`src/hw/rtl/radf_pkg.sv`:
```
// Shared constants, request type and CRC-8 update for the register datagram framer.
package radf_pkg;

    localparam logic [7:0] SYNC_BYTE  = 8'h05;
    localparam logic [7:0] WRITE_FLAG = 8'h80;
    localparam logic [7:0] CRC_POLY   = 8'h07;

    localparam int ADDR_W   = 7;
    localparam int DATA_W   = 32;
    localparam int S_TDATA_W = 40;
    localparam int BYTE_W   = 8;
    localparam int IDX_W    = 3;

    localparam logic [IDX_W-1:0] IDX_SYNC  = 3'd0;
    localparam logic [IDX_W-1:0] IDX_NODE  = 3'd1;
    localparam logic [IDX_W-1:0] IDX_ADDR  = 3'd2;
    localparam logic [IDX_W-1:0] IDX_DATA3 = 3'd3;
    localparam logic [IDX_W-1:0] IDX_DATA2 = 3'd4;
    localparam logic [IDX_W-1:0] IDX_DATA1 = 3'd5;
    localparam logic [IDX_W-1:0] IDX_DATA0 = 3'd6;
    localparam logic [IDX_W-1:0] IDX_CRC_W = 3'd7;

    localparam logic [IDX_W-1:0] READ_LAST_IDX  = 3'd3;
    localparam logic [IDX_W-1:0] WRITE_LAST_IDX = 3'd7;

    localparam int QUEUE_DEPTH = 2;
    localparam int QPTR_W      = $clog2(QUEUE_DEPTH);

    typedef struct packed {
        logic              is_write;
        logic [BYTE_W-1:0] addr_byte;
        logic [DATA_W-1:0] data;
    } radf_req_t;

    function automatic logic [BYTE_W-1:0] crc8_update(input logic [BYTE_W-1:0] crc,
                                                      input logic [BYTE_W-1:0] data_byte);
        logic [BYTE_W-1:0] c;
        logic              fb;
        c = crc;
        for (int j = 0; j < BYTE_W; j++)
        begin
            fb = c[BYTE_W-1] ^ data_byte[j];
            c  = {c[BYTE_W-2:0], 1'b0};
            if (fb)
            begin
                c = c ^ CRC_POLY;
            end
        end
        return c;
    endfunction

endpackage

```
`src/hw/rtl/radf_front.sv`:
```
// Request intake stage: accepts a request transaction and classifies it as read or write.
module radf_front
    import radf_pkg::*;
(
    input  logic                 clk,
    input  logic                 rst_n,
    input  logic                 s_axis_tvalid,
    output logic                 s_axis_tready,
    input  logic [S_TDATA_W-1:0] s_axis_tdata,  // target_reg[6:0], write_data[38:7], zero[39]
    input  logic                 s_axis_tuser,  // req_type
    output logic                 req_valid,
    input  logic                 req_ready,
    output radf_req_t            req
);

    logic      valid_reg;
    logic      valid_next;
    radf_req_t req_reg;
    radf_req_t req_next;
    logic      s_accept;

    assign s_axis_tready = !valid_reg || req_ready;
    assign s_accept      = s_axis_tvalid && s_axis_tready;
    assign req_valid     = valid_reg;
    assign req           = req_reg;

    always_comb
    begin
        valid_next = valid_reg;
        req_next   = req_reg;
        if (s_accept)
        begin
            valid_next         = 1'b1;
            req_next.is_write  = s_axis_tuser;
            req_next.addr_byte = {1'b0, s_axis_tdata[ADDR_W-1:0]}
                                 | (s_axis_tuser ? WRITE_FLAG : '0);
            req_next.data      = s_axis_tuser ? s_axis_tdata[ADDR_W+DATA_W-1:ADDR_W] : '0;
        end
        else if (req_ready)
        begin
            valid_next = 1'b0;
        end
    end

    always_ff @(posedge clk or negedge rst_n)
    begin
        if (!rst_n)
        begin
            valid_reg <= 1'b0;
        end
        else
        begin
            valid_reg <= valid_next;
        end
    end

    always_ff @(posedge clk)
    begin
        req_reg <= req_next;
    end

endmodule

```
`src/hw/rtl/radf_queue.sv`:
```
// Short request queue between the intake stage and the datagram serializer.
module radf_queue
    import radf_pkg::*;
(
    input  logic      clk,
    input  logic      rst_n,
    input  logic      push_valid,
    output logic      push_ready,
    input  radf_req_t push_entry,
    output logic      pop_valid,
    input  logic      pop_ready,
    output radf_req_t pop_entry
);

    localparam logic [QPTR_W:0]   DEPTH_C   = (QPTR_W+1)'(QUEUE_DEPTH);
    localparam logic [QPTR_W-1:0] LAST_PTR  = QPTR_W'(QUEUE_DEPTH - 1);

    radf_req_t         entry_reg [QUEUE_DEPTH];
    logic [QPTR_W-1:0] wr_ptr_reg;
    logic [QPTR_W-1:0] wr_ptr_next;
    logic [QPTR_W-1:0] rd_ptr_reg;
    logic [QPTR_W-1:0] rd_ptr_next;
    logic [QPTR_W:0]   count_reg;
    logic [QPTR_W:0]   count_next;
    logic              push;
    logic              pop;

    assign push_ready = count_reg != DEPTH_C;
    assign pop_valid  = count_reg != '0;
    assign pop_entry  = entry_reg[rd_ptr_reg];
    assign push       = push_valid && push_ready;
    assign pop        = pop_valid && pop_ready;

    always_comb
    begin
        wr_ptr_next = wr_ptr_reg;
        rd_ptr_next = rd_ptr_reg;
        count_next  = count_reg;
        if (push)
        begin
            wr_ptr_next = (wr_ptr_reg == LAST_PTR) ? '0 : wr_ptr_reg + 1'b1;
        end
        if (pop)
        begin
            rd_ptr_next = (rd_ptr_reg == LAST_PTR) ? '0 : rd_ptr_reg + 1'b1;
        end
        if (push && !pop)
        begin
            count_next = count_reg + 1'b1;
        end
        else if (pop && !push)
        begin
            count_next = count_reg - 1'b1;
        end
    end

    always_ff @(posedge clk or negedge rst_n)
    begin
        if (!rst_n)
        begin
            wr_ptr_reg <= '0;
            rd_ptr_reg <= '0;
            count_reg  <= '0;
        end
        else
        begin
            wr_ptr_reg <= wr_ptr_next;
            rd_ptr_reg <= rd_ptr_next;
            count_reg  <= count_next;
        end
    end

    always_ff @(posedge clk)
    begin
        if (push)
        begin
            entry_reg[wr_ptr_reg] <= push_entry;
        end
    end

endmodule

```
`src/hw/rtl/radf_back.sv`:
```
// Datagram serializer: emits the bytes of one request with a running CRC-8.
module radf_back
    import radf_pkg::*;
(
    input  logic              clk,
    input  logic              rst_n,
    input  logic              req_valid,
    output logic              req_ready,
    input  radf_req_t         req,
    input  logic [BYTE_W-1:0] node_address,
    output logic              m_axis_tvalid,
    input  logic              m_axis_tready,
    output logic [BYTE_W-1:0] m_axis_tdata,  // out_byte[7:0]
    output logic              m_axis_tlast   // last_byte
);

    logic              busy_reg;
    logic              busy_next;
    radf_req_t         cur_reg;
    radf_req_t         cur_next;
    logic [IDX_W-1:0]  idx_reg;
    logic [IDX_W-1:0]  idx_next;
    logic [BYTE_W-1:0] crc_reg;
    logic [BYTE_W-1:0] crc_next;
    logic              out_valid_reg;
    logic              out_valid_next;
    logic [BYTE_W-1:0] out_byte_reg;
    logic [BYTE_W-1:0] out_byte_next;
    logic              out_last_reg;
    logic              out_last_next;

    logic              out_free;
    logic              advance;
    logic              at_last;
    logic              load;
    logic [BYTE_W-1:0] field_byte;
    logic [BYTE_W-1:0] cur_byte;

    assign out_free  = !out_valid_reg || m_axis_tready;
    assign advance   = busy_reg && out_free;
    assign at_last   = idx_reg == (cur_reg.is_write ? WRITE_LAST_IDX : READ_LAST_IDX);
    assign req_ready = !busy_reg || (advance && at_last);
    assign load      = req_valid && req_ready;

    assign m_axis_tvalid = out_valid_reg;
    assign m_axis_tdata  = out_byte_reg;
    assign m_axis_tlast  = out_last_reg;

    always_comb
    begin
        unique case (idx_reg)
            IDX_SYNC:  field_byte = SYNC_BYTE;
            IDX_NODE:  field_byte = node_address;
            IDX_ADDR:  field_byte = cur_reg.addr_byte;
            IDX_DATA3: field_byte = cur_reg.data[31:24];
            IDX_DATA2: field_byte = cur_reg.data[23:16];
            IDX_DATA1: field_byte = cur_reg.data[15:8];
            IDX_DATA0: field_byte = cur_reg.data[7:0];
            IDX_CRC_W: field_byte = crc_reg;
            default:   field_byte = crc_reg;
        endcase
        cur_byte = at_last ? crc_reg : field_byte;
    end

    always_comb
    begin
        busy_next      = busy_reg;
        cur_next       = cur_reg;
        idx_next       = idx_reg;
        crc_next       = crc_reg;
        out_valid_next = out_valid_reg;
        out_byte_next  = out_byte_reg;
        out_last_next  = out_last_reg;

        if (advance)
        begin
            out_valid_next = 1'b1;
            out_byte_next  = cur_byte;
            out_last_next  = at_last;
            idx_next       = idx_reg + 1'b1;
            crc_next       = crc8_update(crc_reg, cur_byte);
            if (at_last)
            begin
                busy_next = 1'b0;
            end
        end
        else if (m_axis_tready)
        begin
            out_valid_next = 1'b0;
        end

        if (load)
        begin
            busy_next = 1'b1;
            cur_next  = req;
            idx_next  = '0;
            crc_next  = '0;
        end
    end

    always_ff @(posedge clk or negedge rst_n)
    begin
        if (!rst_n)
        begin
            busy_reg      <= 1'b0;
            out_valid_reg <= 1'b0;
        end
        else
        begin
            busy_reg      <= busy_next;
            out_valid_reg <= out_valid_next;
        end
    end

    always_ff @(posedge clk)
    begin
        cur_reg      <= cur_next;
        idx_reg      <= idx_next;
        crc_reg      <= crc_next;
        out_byte_reg <= out_byte_next;
        out_last_reg <= out_last_next;
    end

endmodule

```
`src/hw/rtl/register_access_datagram_framer.sv`:
```
// Top level of the register access datagram framer.
//
// Input stream (s_axis): one register access request per transaction; tuser is
// the request type (1 = write, 0 = read), tdata carries the register address and
// the write value. Output stream (m_axis): the datagram bytes in transmit order,
// tlast on the closing CRC-8 byte. Configuration channel (cfg_*): the node
// address byte, always ready, to be written while no datagram is in flight.
//
// The first byte of a datagram reaches m_axis through the intake register, a queue
// entry, the serializer load register and the serializer output register.
// Throughput: one byte per cycle while tready stays high; a write datagram has 8 bytes,
// a read 4, and the serializer picks up the next queued request in the cycle it emits a
// CRC byte, so datagrams follow each other without a gap.
//
// Reset empties the intake stage, the queue and the serializer and clears the
// node address to zero. When the receiver holds tready low, the current byte
// holds on m_axis; the serializer stops, the queue fills, and s_axis_tready
// drops once the intake stage and both queue entries are taken.
module register_access_datagram_framer
    import radf_pkg::*;
(
    input  logic                 clk,
    input  logic                 rst_n,
    input  logic                 s_axis_tvalid,
    output logic                 s_axis_tready,
    input  logic [S_TDATA_W-1:0] s_axis_tdata,  // target_reg[6:0], write_data[38:7], zero[39]
    input  logic                 s_axis_tuser,  // req_type
    output logic                 m_axis_tvalid,
    input  logic                 m_axis_tready,
    output logic [BYTE_W-1:0]    m_axis_tdata,  // out_byte[7:0]
    output logic                 m_axis_tlast,  // last_byte
    input  logic                 cfg_valid,
    output logic                 cfg_ready,
    input  logic [BYTE_W-1:0]    cfg_data       // node_address[7:0]
);

    logic [BYTE_W-1:0] node_addr_reg;
    logic [BYTE_W-1:0] node_addr_next;

    logic      front_valid;
    logic      front_ready;
    radf_req_t front_req;
    logic      queue_valid;
    logic      queue_ready;
    radf_req_t queue_req;

    assign cfg_ready      = 1'b1;
    assign node_addr_next = (cfg_valid && cfg_ready) ? cfg_data : node_addr_reg;

    always_ff @(posedge clk or negedge rst_n)
    begin
        if (!rst_n)
        begin
            node_addr_reg <= '0;
        end
        else
        begin
            node_addr_reg <= node_addr_next;
        end
    end

    radf_front u_front (
        .clk           (clk),
        .rst_n         (rst_n),
        .s_axis_tvalid (s_axis_tvalid),
        .s_axis_tready (s_axis_tready),
        .s_axis_tdata  (s_axis_tdata),
        .s_axis_tuser  (s_axis_tuser),
        .req_valid     (front_valid),
        .req_ready     (front_ready),
        .req           (front_req)
    );

    radf_queue u_queue (
        .clk        (clk),
        .rst_n      (rst_n),
        .push_valid (front_valid),
        .push_ready (front_ready),
        .push_entry (front_req),
        .pop_valid  (queue_valid),
        .pop_ready  (queue_ready),
        .pop_entry  (queue_req)
    );

    radf_back u_back (
        .clk           (clk),
        .rst_n         (rst_n),
        .req_valid     (queue_valid),
        .req_ready     (queue_ready),
        .req           (queue_req),
        .node_address  (node_addr_reg),
        .m_axis_tvalid (m_axis_tvalid),
        .m_axis_tready (m_axis_tready),
        .m_axis_tdata  (m_axis_tdata),
        .m_axis_tlast  (m_axis_tlast)
    );

endmodule

```
`config.mk`:
```
export PLATFORM = sky130hd
export DESIGN_NAME = register_access_datagram_framer
export DESIGN_NICKNAME = d
export VERILOG_FILES = /design/src/hw/rtl/radf_pkg.sv /design/src/hw/rtl/radf_front.sv /design/src/hw/rtl/radf_queue.sv /design/src/hw/rtl/radf_back.sv /design/src/hw/rtl/register_access_datagram_framer.sv
export SDC_FILE = /design/constraint.sdc
export NUM_CORES = 1
export LEC_CHECK = 0
export ABC_CLOCK_PERIOD_IN_PS = 8200
export BUFFER_PORTS_ARGS = -buffer_cell sky130_fd_sc_hd__buf_2
export CORE_MARGIN = 4
export CORE_UTILIZATION = 42
export CTS_CLUSTER_SIZE = 12
export DETAILED_ROUTE_END_ITERATION = 6
export HOLD_SLACK_MARGIN = 0.03
export PLACE_DENSITY = 0.6
export SYNTH_ARGS = -nofsm -noshare
export SYNTH_HDL_FRONTEND = slang
export SYNTH_HIERARCHICAL = 1
export SYNTH_SLANG_ARGS = --single-unit
export TNS_END_PERCENT = 30
```
`constraint.sdc`:
```
create_clock -name clk -period 8.2 [get_ports clk]
set_clock_uncertainty 0.15 [all_clocks]
set_input_delay 0.82 -clock clk [delete_from_list [all_inputs] [get_ports clk]]
set_output_delay 0.82 -clock clk [all_outputs]
set_load 0.01 [all_outputs]
```
Word level (Yosys, flattened, before mapping):

Memory sizes are Yosys's and may differ from the RTL's. A register that Yosys moved wholly into a read port is not among the register bits.
Index checks and enable logic that the tools add are counted.

* bits in registers: 76
* input bits: 54
* memories: 1
* logic and storage cells: 101
* output and inout port bits: 12
* bits in writable memories: 82

* equality and inequality tests: 9
* bitwise operators: 17
* reductions and logical operators: 23
* mux-type cells: 32
* add/sub/neg operators: 5

Memories
* u_queue.entry_reg: depth 2, bits a word 41, rd ports 1, clocked after memory_dff 1, write ports 1, line radf_queue.sv:18 `radf_req_t entry_reg [QUEUE_DEPTH];`

Operators by type and width (count)
* $mux W8: 9
* $pmux W8 S8: 1
* $mux W3: 9
* $not A3 Y3: 8
* $eq A3 B3 Y1 const B: 4
* $reduce_bool A2 Y1: 6
* $mux W1: 11
* $or A7 B8 Y8: 1
* $xor A1 B1 Y1: 8
* $logic_and A1 B1 Y1: 7
* $eq A3 B2 Y1 const B: 2
* $logic_not A1 Y1: 5
* $mux W2: 2
* $add A3 B1 Y3 const B: 1
* $eq A3 B1 Y1 const B: 1
* $eq A3 B3 Y1: 1
* $logic_not A3 Y1: 1
* $logic_or A1 B1 Y1: 3
* $add A1 B1 Y1 const B: 2
* $add A2 B1 Y2 const B: 1
* $ne A2 B2 Y1 const B: 1
* $reduce_and A2 Y1: 1
* $sub A2 B1 Y2 const B: 1

Longest topological paths before layout:

Gate-level depths: netlist of run 1.

* depth in word-level cells: 26
* mapped depth: 12
* mapped depth without buffers: 10

Hierarchy:

The synthesis of run 1 kept the hierarchy.

Modules (own cells, without submodules)
* radf_queue: instances 1, area an instance 3355.7 µm², cells an instance 146, sequential area each 2562.5 µm²
* radf_back: instances 1, area an instance 3154.3 µm², cells an instance 247, sequential area each 1771.7 µm²
* radf_front: instances 1, area an instance 1507.7 µm², cells an instance 80, sequential area each 1226.2 µm²
* register_access_datagram_framer: instances 1, area an instance 342.8 µm², cells an instance 19, sequential area each 200.2 µm²

Worst setup path before layout of run 1:

No wires, ideal clock.

* kind: register to register
* start point: register u_queue.count_reg[0]
* end point: memory u_queue/entry_reg[0][0] (netlist bit) (enable)
* path slack: 5.271 ns
* path buffers: 0
* required time: 7.611 ns
* period minus slack after synthesis: 2.929 ns
* stages on the path, launching flop included: 4
* arrival time: 2.340 ns
* setup time: 0.439 ns
* path through: dfrtp_1 nand2b_1 nand2_1 nor2_1

* word-level cells in the longest chain between the ends: 4

Ends and longest elaborated chain
* from (decl): line radf_queue.sv:23 `logic [QPTR_W:0] count_reg;`
* from (signal assigned): line radf_queue.sv:69 `count_reg <= count_next;`
* $ne A2 B2 Y1: line radf_queue.sv:28 `assign push_ready = count_reg != DEPTH_C;`
* named net front_ready: line register_access_datagram_framer.sv:41 `logic front_ready;`
* $logic_and A1 B1 Y1: line radf_queue.sv:31 `assign push = push_valid && push_ready;`
* $mux W1: line radf_queue.sv:75 `if (push)`
* $mux W1 (not written as such): line radf_queue.sv:77 `entry_reg[wr_ptr_reg] <= push_entry;`
* to (decl): line radf_queue.sv:18

The timed path passes the listed nets, and every way through them passes these cells.

Final worst setup path of run 1:

* start point: register u_back.idx_reg[2]
* end point: register u_back.crc_reg[3]

* word-level cells in the longest chain between the ends: 14
* elaborated cells on any way between the ends: 31
* those cells by class: eq/ne (8); mux (13); bitwise (6); reduce/logical (4)

Ends and longest elaborated chain
* from (decl): line radf_back.sv:21 `logic [IDX_W-1:0] idx_reg;`
* from (signal assigned): line radf_back.sv:118 `idx_reg <= idx_next;`
* $eq A3 B3 Y1, or another cell as far along: line radf_back.sv:51 `unique case (idx_reg)`
* $pmux W8 S8: line radf_back.sv:51
* $mux W8 (*): line radf_back.sv:62 `cur_byte = at_last ? crc_reg : field_byte;`
* named net u_back.cur_byte[0]: line radf_back.sv:37 `logic [BYTE_W-1:0] cur_byte;`
* $xor A1 B1 Y1 (*): line radf_pkg.sv:42 `fb = c[BYTE_W-1] ^ data_byte[j];`
* $mux W3 (*): line radf_pkg.sv:44 `if (fb)`
* $mux W8 (*) (6 in a row): line radf_back.sv:75 `if (advance)`
* $xor A1 B1 Y1 (*): line radf_pkg.sv:42
* $mux W3 (*): line radf_pkg.sv:44
* $mux W8 (*): line radf_back.sv:75
* to (signal assigned): line radf_back.sv:119 `crc_reg <= crc_next;`
* to (decl): line radf_back.sv:23 `logic [BYTE_W-1:0] crc_reg;`

The timed path passes the listed nets; every way through them passes the cells marked *. The select of a mux whose other input is x is not followed.
A chain may end at the register's enable or synchronous reset.

==> results.md, run 1 <==
* Status: finished, final reports clean
* Netlist cell types at 65
* List of most frequent post-synthesis cells: 172 x edfxtp_1, 48 x mux2_4, 32 x and2_2, 22 x nand2_1, 17 x xnor2_1
* Synth top area share at 0.618
* Post-Syn Area at 0.00836 mm2
* Worst slew pin tran at 1.04 ns
* Tcrit/Tclk final at 0.454
* Worst setup path class: reg -> reg
* Pwr per Cell Area at 411 mW/mm2
* Switching portion of total power at 0.318
* # rows at 51
* Buffers on Ports at 63
* Final HPWL DP at 9.25 mm
* Layout fillers at 1679
* Initial antenna violation count at 0
* Post-CTS Hold Buffers at 0
* Top FF cell, synth: edfxtp_1
* GRT Util Overall at 0.133
* CP arrival at 3.92 ns
* First-pass DRT Iterations at 5
* Comb power frac at 0.371
* Total power at 3.87 mW
* Die area at 0.0222 mm2
* Drt first-iter violations at 216
* Layout cells sized above 1 at 0.349
* Minimum hold slack at 0.139 ns
* FF-to-FF setup slack at 4.48 ns
* Clock Sinks at 198
* CTS root buf: clkbuf_16
* Routed WL per cell at 17.0 um
* Async SR Flop Fraction at 0.0758
* Lkg Pwr at 3.54 nW
* Fmax at 269 MHz
* Core Area at 0.0195 mm2
* Clk slew on worst S/H paths at 0.07 ns
* Synth Area per Inst at 17.0 um2
* Routed Antenna Nets at 0
* Max FO, Critical Path at 24
* Pint at 2.64 mW
* Slew HR at 0.305
* Setup TNS at 0 ns
* Count leader, synth: edfxtp_1
* Clock Latency Late Sink at 0.42 ns
* Largest net degree at the start of global routing at 47
* Max FFs per register at 82
* Via-per-instance ratio at 4.89
* Total grt overflow at 0
* Synth area leaders: edfxtp_1 62%, mux2_4 8.6%, dfrtp_1 4.5%, and2_2 2.9%, dfxtp_1 2.6%
* Max-Cap Viols at 0
* DRC at 0
* Dominant cell type by area after synthesis: edfxtp_1
* Synth-to-layout area growth at 12.6%
* Reg2reg start: u_back/idx_reg[2]
* Yosys reg bits at 198
* Max clock buf depth at 2
* Worst path required time at 8.39 ns
* Vias in the first global route at 4325
* Number of H-tree levels at 4
* Initial Util at 0.428
* Worst min path class: in -> async
* Startpoint types: flip-flop
* Hold Fails Final Rpt at 0
* FF-to-FF path depth at 9
* Final Util at 0.482
* Num CTS Buffers at 17
* First-pass GRT wire length at 22.5 mm
* Setup bufs post-CTS at 0
* CTS tree: done
* Routed WL at 14.1 mm
* Gp weighted congestion at 0.771
* EDFF count, synth at 172
* Sequential area share after synthesis at 0.689
* Unrepaired setup endpoints after global routing: no
* Worst reg2reg path endpoint: u_back/crc_reg[3]
* Seq pwr share at 0.418
* Final-report setup violation count at 0
* Pins Over Slew Limit at 0
* IO Count at 66
* Nets at 613
* CP Capture Type: flip-flop
* Final min period at 3.72 ns
* Clk network pwr share at 0.211
* Net Count, Synth at 553
* Worst VDD drop at 172 uV
* Vias at 4060
* Synth warn at 6
* NetSw at 1.23 mW
* Die W at 149 um
* Syn Inst Count at 492
* # diodes at 0
* Die H at 149 um
* Post_cts resized at 0
## metrics by stage
step | area (um2) | std cells | worst slack, ns
6_report | 9410 | 830 | 4.48
5_1_grt | 9410 | 830 | 4.15
4_1_cts | 9410 | 830 | 4.47
3_5_place_dp | 8830 | 798 | 4.47
3_3_place_gp | 8830 | 798 | 4.55
2_1_floorplan | 8360 | 492 | 5.27
## layout make-up
cell class / instances / area [um2] / share of cell area
Sequential cell: 198 / 5760 / 0.612
Multi-Input combinational cell: 260 / 2370 / 0.251
Clock buffer: 20 / 437 / 0.0464
Timing Repair Buffer: 66 / 338 / 0.0359
Tap cell: 265 / 332 / 0.0352
Clock inverter: 12 / 144 / 0.0153
Inverter: 9 / 33.8 / 0.00359
## layer usage
layer / track usage / up-vias / wire length, um
li1: - / 1970 / -
met1: 0.158 / 1997 / 5950
met2: 0.236 / 72 / 7460
met3: 0.0283 / 21 / 411
met4: 0.0558 / 0 / 261
met5: 0 / - / 0
## placed cells by master (no fill, tap or decap), types with 11 or more instances in the layout
cell type | synthesis | final
a21oi_1 | 11 | 11
and2_2 | 32 | 33
buf_2 | 2 | 63
clkbuf_16 | 0 | 17
dfrtp_1 | 15 | 14
dfxtp_1 | 11 | 11
edfxtp_1 | 172 | 172
mux2_4 | 48 | 48
nand2_1 | 22 | 22
xnor2_1 | 17 | 17
xor2_1 | 12 | 12
## critical path, stage by stage, from the launching register on
cell and delay (ns):
dfxtp_1 0.99, inv_1 0.18, ha_1 0.38, nor4_1 0.50
a22oi_1 0.19, a41oi_1 0.49, xnor2_1 0.18, xnor3_1 0.24
and3_1 0.19, nor3_1 0.16
## cell families (layout without fill, tap and decap cells)
group           count (synthesis)  after routing  share of synthesized area
fa+ha+maj                       7              7                     0.0105
buf+inv                        34            107                     0.0292
mux                            56             56                     0.0967
other cells                     1              1                   0.000449
xor+xnor                       34             34                     0.0424
compound gates                 62             62                     0.0624
simple gates                  100            100                     0.0694
flops                         198            198                      0.689
## power by group through the flow
stage,sequential [mW],clock [mW],combinational (mW)
after detailed placement,1.64,0,1.45
after global routing,1.64,0.886,1.57
after floorplan,1.57,0,1.26
after global placement,1.62,0,1.42
final,1.61,0.816,1.44
after CTS,1.62,0.842,1.46
## how the worst max path moves through the flow
stage | startpoint | endpoint | depth (start not counted)
global route | u_back/idx_reg[2] | u_back/crc_reg[3] | 9
global placement | u_back/idx_reg[2] | u_back/crc_reg[3] | 9
floorplan | u_queue/count_reg[0] | u_queue/entry_reg[0][0] | 3
detailed placement | u_back/idx_reg[2] | u_back/crc_reg[3] | 9
CTS | u_back/idx_reg[2] | u_back/crc_reg[3] | 9
finish | u_back/idx_reg[2] | u_back/crc_reg[3] | 9
Note: power is estimated with default switching activity, not from simulation.
==> inputs of run 2 (changes only) <==
--- a/config.mk
+++ b/config.mk
@@ -5,14 +5,14 @@
 export SDC_FILE = /design/constraint.sdc
 export NUM_CORES = 1
 export LEC_CHECK = 0
-export ABC_CLOCK_PERIOD_IN_PS = 8200
+export ABC_CLOCK_PERIOD_IN_PS = 3400
 export BUFFER_PORTS_ARGS = -buffer_cell sky130_fd_sc_hd__buf_2
 export CORE_MARGIN = 4
 export CORE_UTILIZATION = 42
 export CTS_CLUSTER_SIZE = 12
 export DETAILED_ROUTE_END_ITERATION = 6
 export HOLD_SLACK_MARGIN = 0.03
-export PLACE_DENSITY = 0.6
+export PLACE_DENSITY = 0.63
 export SYNTH_ARGS = -nofsm -noshare
 export SYNTH_HDL_FRONTEND = slang
 export SYNTH_HIERARCHICAL = 1
==> constraint.sdc (replaced) <==
create_clock -name clk -period 3.4 [get_ports clk]
set_clock_uncertainty 0.15 [all_clocks]
set_input_delay 0.34 -clock clk [delete_from_list [all_inputs] [get_ports clk]]
set_output_delay 0.34 -clock clk [all_outputs]
set_load 0.01 [all_outputs]
==> run 2 against run 1 <==
Against the previous run:
- sequential share of layout area decreased by 1.4 points
- design area increased by 2.3%
- total power increased by 140%
- combinational power increased by 150%
- cell count increased by 2.9%
- fmax increased by 15%
- sequential cell count unchanged
- setup slack got worse by 4.3 ns
- core utilization increased by 1.1 points
- critical path depth unchanged
- highest routed layer unchanged
==> results.md, run 2 (synthesis results as in run 1) <==
* Area of the multi-input gates at 0.00237 mm2
* Slew HR at 0.348
* Worst path required time at 3.61 ns
* Pins Over Slew Limit at 0
* Startpoint types: flip-flop
* # rows at 51
* Hold Path End: u_front/req[5]
* Clock Sinks at 198
* Pint at 6.29 mW
* GRT Util Overall at 0.130
* Most frequent cells in the layout: 172 x edfxtp_1, 63 x buf_2, 48 x mux2_4
* Layout cells sized above 1 at 0.350
* FF-to-FF setup slack at 0.17 ns
* Max FO, Critical Path at 9
* Unrepaired setup endpoints after global routing: no
* Setup bufs post-CTS at 0
* Setup TNS at 0 ns
* Reg2reg start: u_back/idx_reg[0]
* Layout fillers at 1679
* Routed WL per cell at 16.1 um
* NetSw at 2.97 mW
* # diodes at 0
* Total grt overflow at 0
* Seq pwr share at 0.420
* Clock Latency Late Sink at 0.43 ns
* Die W at 149 um
* Initial antenna violation count at 0
* Max FFs per register at 82
* Max clock buf depth at 2
* Worst setup path class: reg -> reg
* Clk slew on worst S/H paths at 0.07 ns
* Clk network pwr share at 0.198
* Routed Antenna Nets at 0
* Worst reg2reg path endpoint: u_back/crc_reg[2]
* Num CTS Buffers at 17
* Hold Startpoint: s_axis_tdata[12]
* Gp weighted congestion at 0.802
* Worst min path class: in -> reg
* DRC at 0
* Buffers on Ports at 63
* Largest net degree at the start of global routing at 50
* First-pass GRT wire length at 22.4 mm
* Hold path depth at 2
* Max-Cap Viols at 0
* Die area at 0.0222 mm2
* Layout Cell Area excl Fill at 0.00963 mm2
* Initial Util at 0.428
* Tcrit/Tclk final at 0.949
* Final min period at 3.23 ns
* Commonest non-fill, non-tap cell in the layout: edfxtp_1
* Routed WL at 13.8 mm
* Critical path launch point: u_back/idx_reg[0]
* CTS root buf: clkbuf_16
* Worst VDD drop at 435 uV
* Area of placed instances at 0.00891 mm2
* FF+latch area at 0.00576 mm2
* Minimum hold slack at 0.0485 ns
* Synth-to-layout area growth at 15.1%
* Vias in the first global route at 4249
* Comb power frac at 0.382
* Final HPWL DP at 9.26 mm
* Lkg Pwr at 3.64 nW
* Pwr per Cell Area at 962 mW/mm2
* Worst slew pin tran at 0.978 ns
* Switching portion of total power at 0.321
* CP Capture Type: flip-flop
* Nets at 637
* Via-per-instance ratio at 4.88
* CP arrival at 3.43 ns
* Fmax at 310 MHz
* Die H at 149 um
* Number of H-tree levels at 4
* IO Count at 66
* Final-report setup violation count at 0
* Core Area at 0.0195 mm2
* Drt first-iter violations at 193
* Vias at 4170
* Hold Fails Final Rpt at 0
* FF-to-FF path depth at 9
* First-pass DRT Iterations at 4
* CTS tree: done
* Status: finished, final reports clean
## run 2: power by group through the flow
stage | sequential (mW) | combinational [mW] | clock [mW]
3_5_place_dp | 3.95 | 3.55 | 0
5_1_grt | 3.96 | 3.91 | 2.00
4_1_cts | 3.90 | 3.57 | 1.87
6_report | 3.89 | 3.54 | 1.83
2_1_floorplan | 3.78 | 3.03 | 0
3_3_place_gp | 3.92 | 3.46 | 0
## run 2: final cells by class
| class | count | area share |
|---|---|---|
| Timing Repair Buffer | 90 | 0.0608 |
| Clock buffer | 18 | 0.0446 |
| Inverter | 9 | 0.00351 |
| Multi-Input combinational cell | 260 | 0.246 |
| Sequential cell | 198 | 0.599 |
| Clock inverter | 14 | 0.0120 |
| Tap cell | 265 | 0.0344 |
## run 2: repair_timing
action / in CTS / in global routing
endpoints found under the hold margin: 31 / 0
setup endpoints to repair: 0 / 3
hold buffers: 17 / 0
gates resized for setup: 0 / 2
## run 2: through the flow
stage                      util  instances  power, mW  worst slack (ns)
final                     0.493        854       9.26             0.175
after global routing      0.493        854       9.87            0.0144
after CTS                 0.493        854       9.35             0.126
after detailed placement  0.456        805       7.50             0.138
after global placement    0.456        805       7.38             0.272
after floorplan               -        492       6.81             0.471
## run 2: worst max-delay path by stage
stage	endpoint	cells past startpoint
2_1_floorplan	u_queue/entry_reg[0][0]	3
3_3_place_gp	u_back/crc_reg[2]	9
3_5_place_dp	u_back/crc_reg[2]	9
4_1_cts	u_back/crc_reg[2]	9
5_1_grt	u_back/crc_reg[2]	9
6_report	u_back/crc_reg[2]	9
## run 2: worst max-delay path, cell delays in order (launching register included)
cell	delay, ns
dfxtp_1	0.40
ha_1	0.40
ha_2	0.38
nor4_1	0.13
a22o_4	0.30
a41oi_2	0.27
or2_1	0.24
xnor3_1	0.43
or3_1	0.31
a21oi_1	0.14
## run 2: routing by layer
layer,vias to the layer above,GRT usage,part of all wire
li1,2016,-,-
met1,2053,0.171,0.45
met2,83,0.210,0.49
met4,0,0.0526,0.019
met3,18,0.0307,0.040
met5,-,0,0
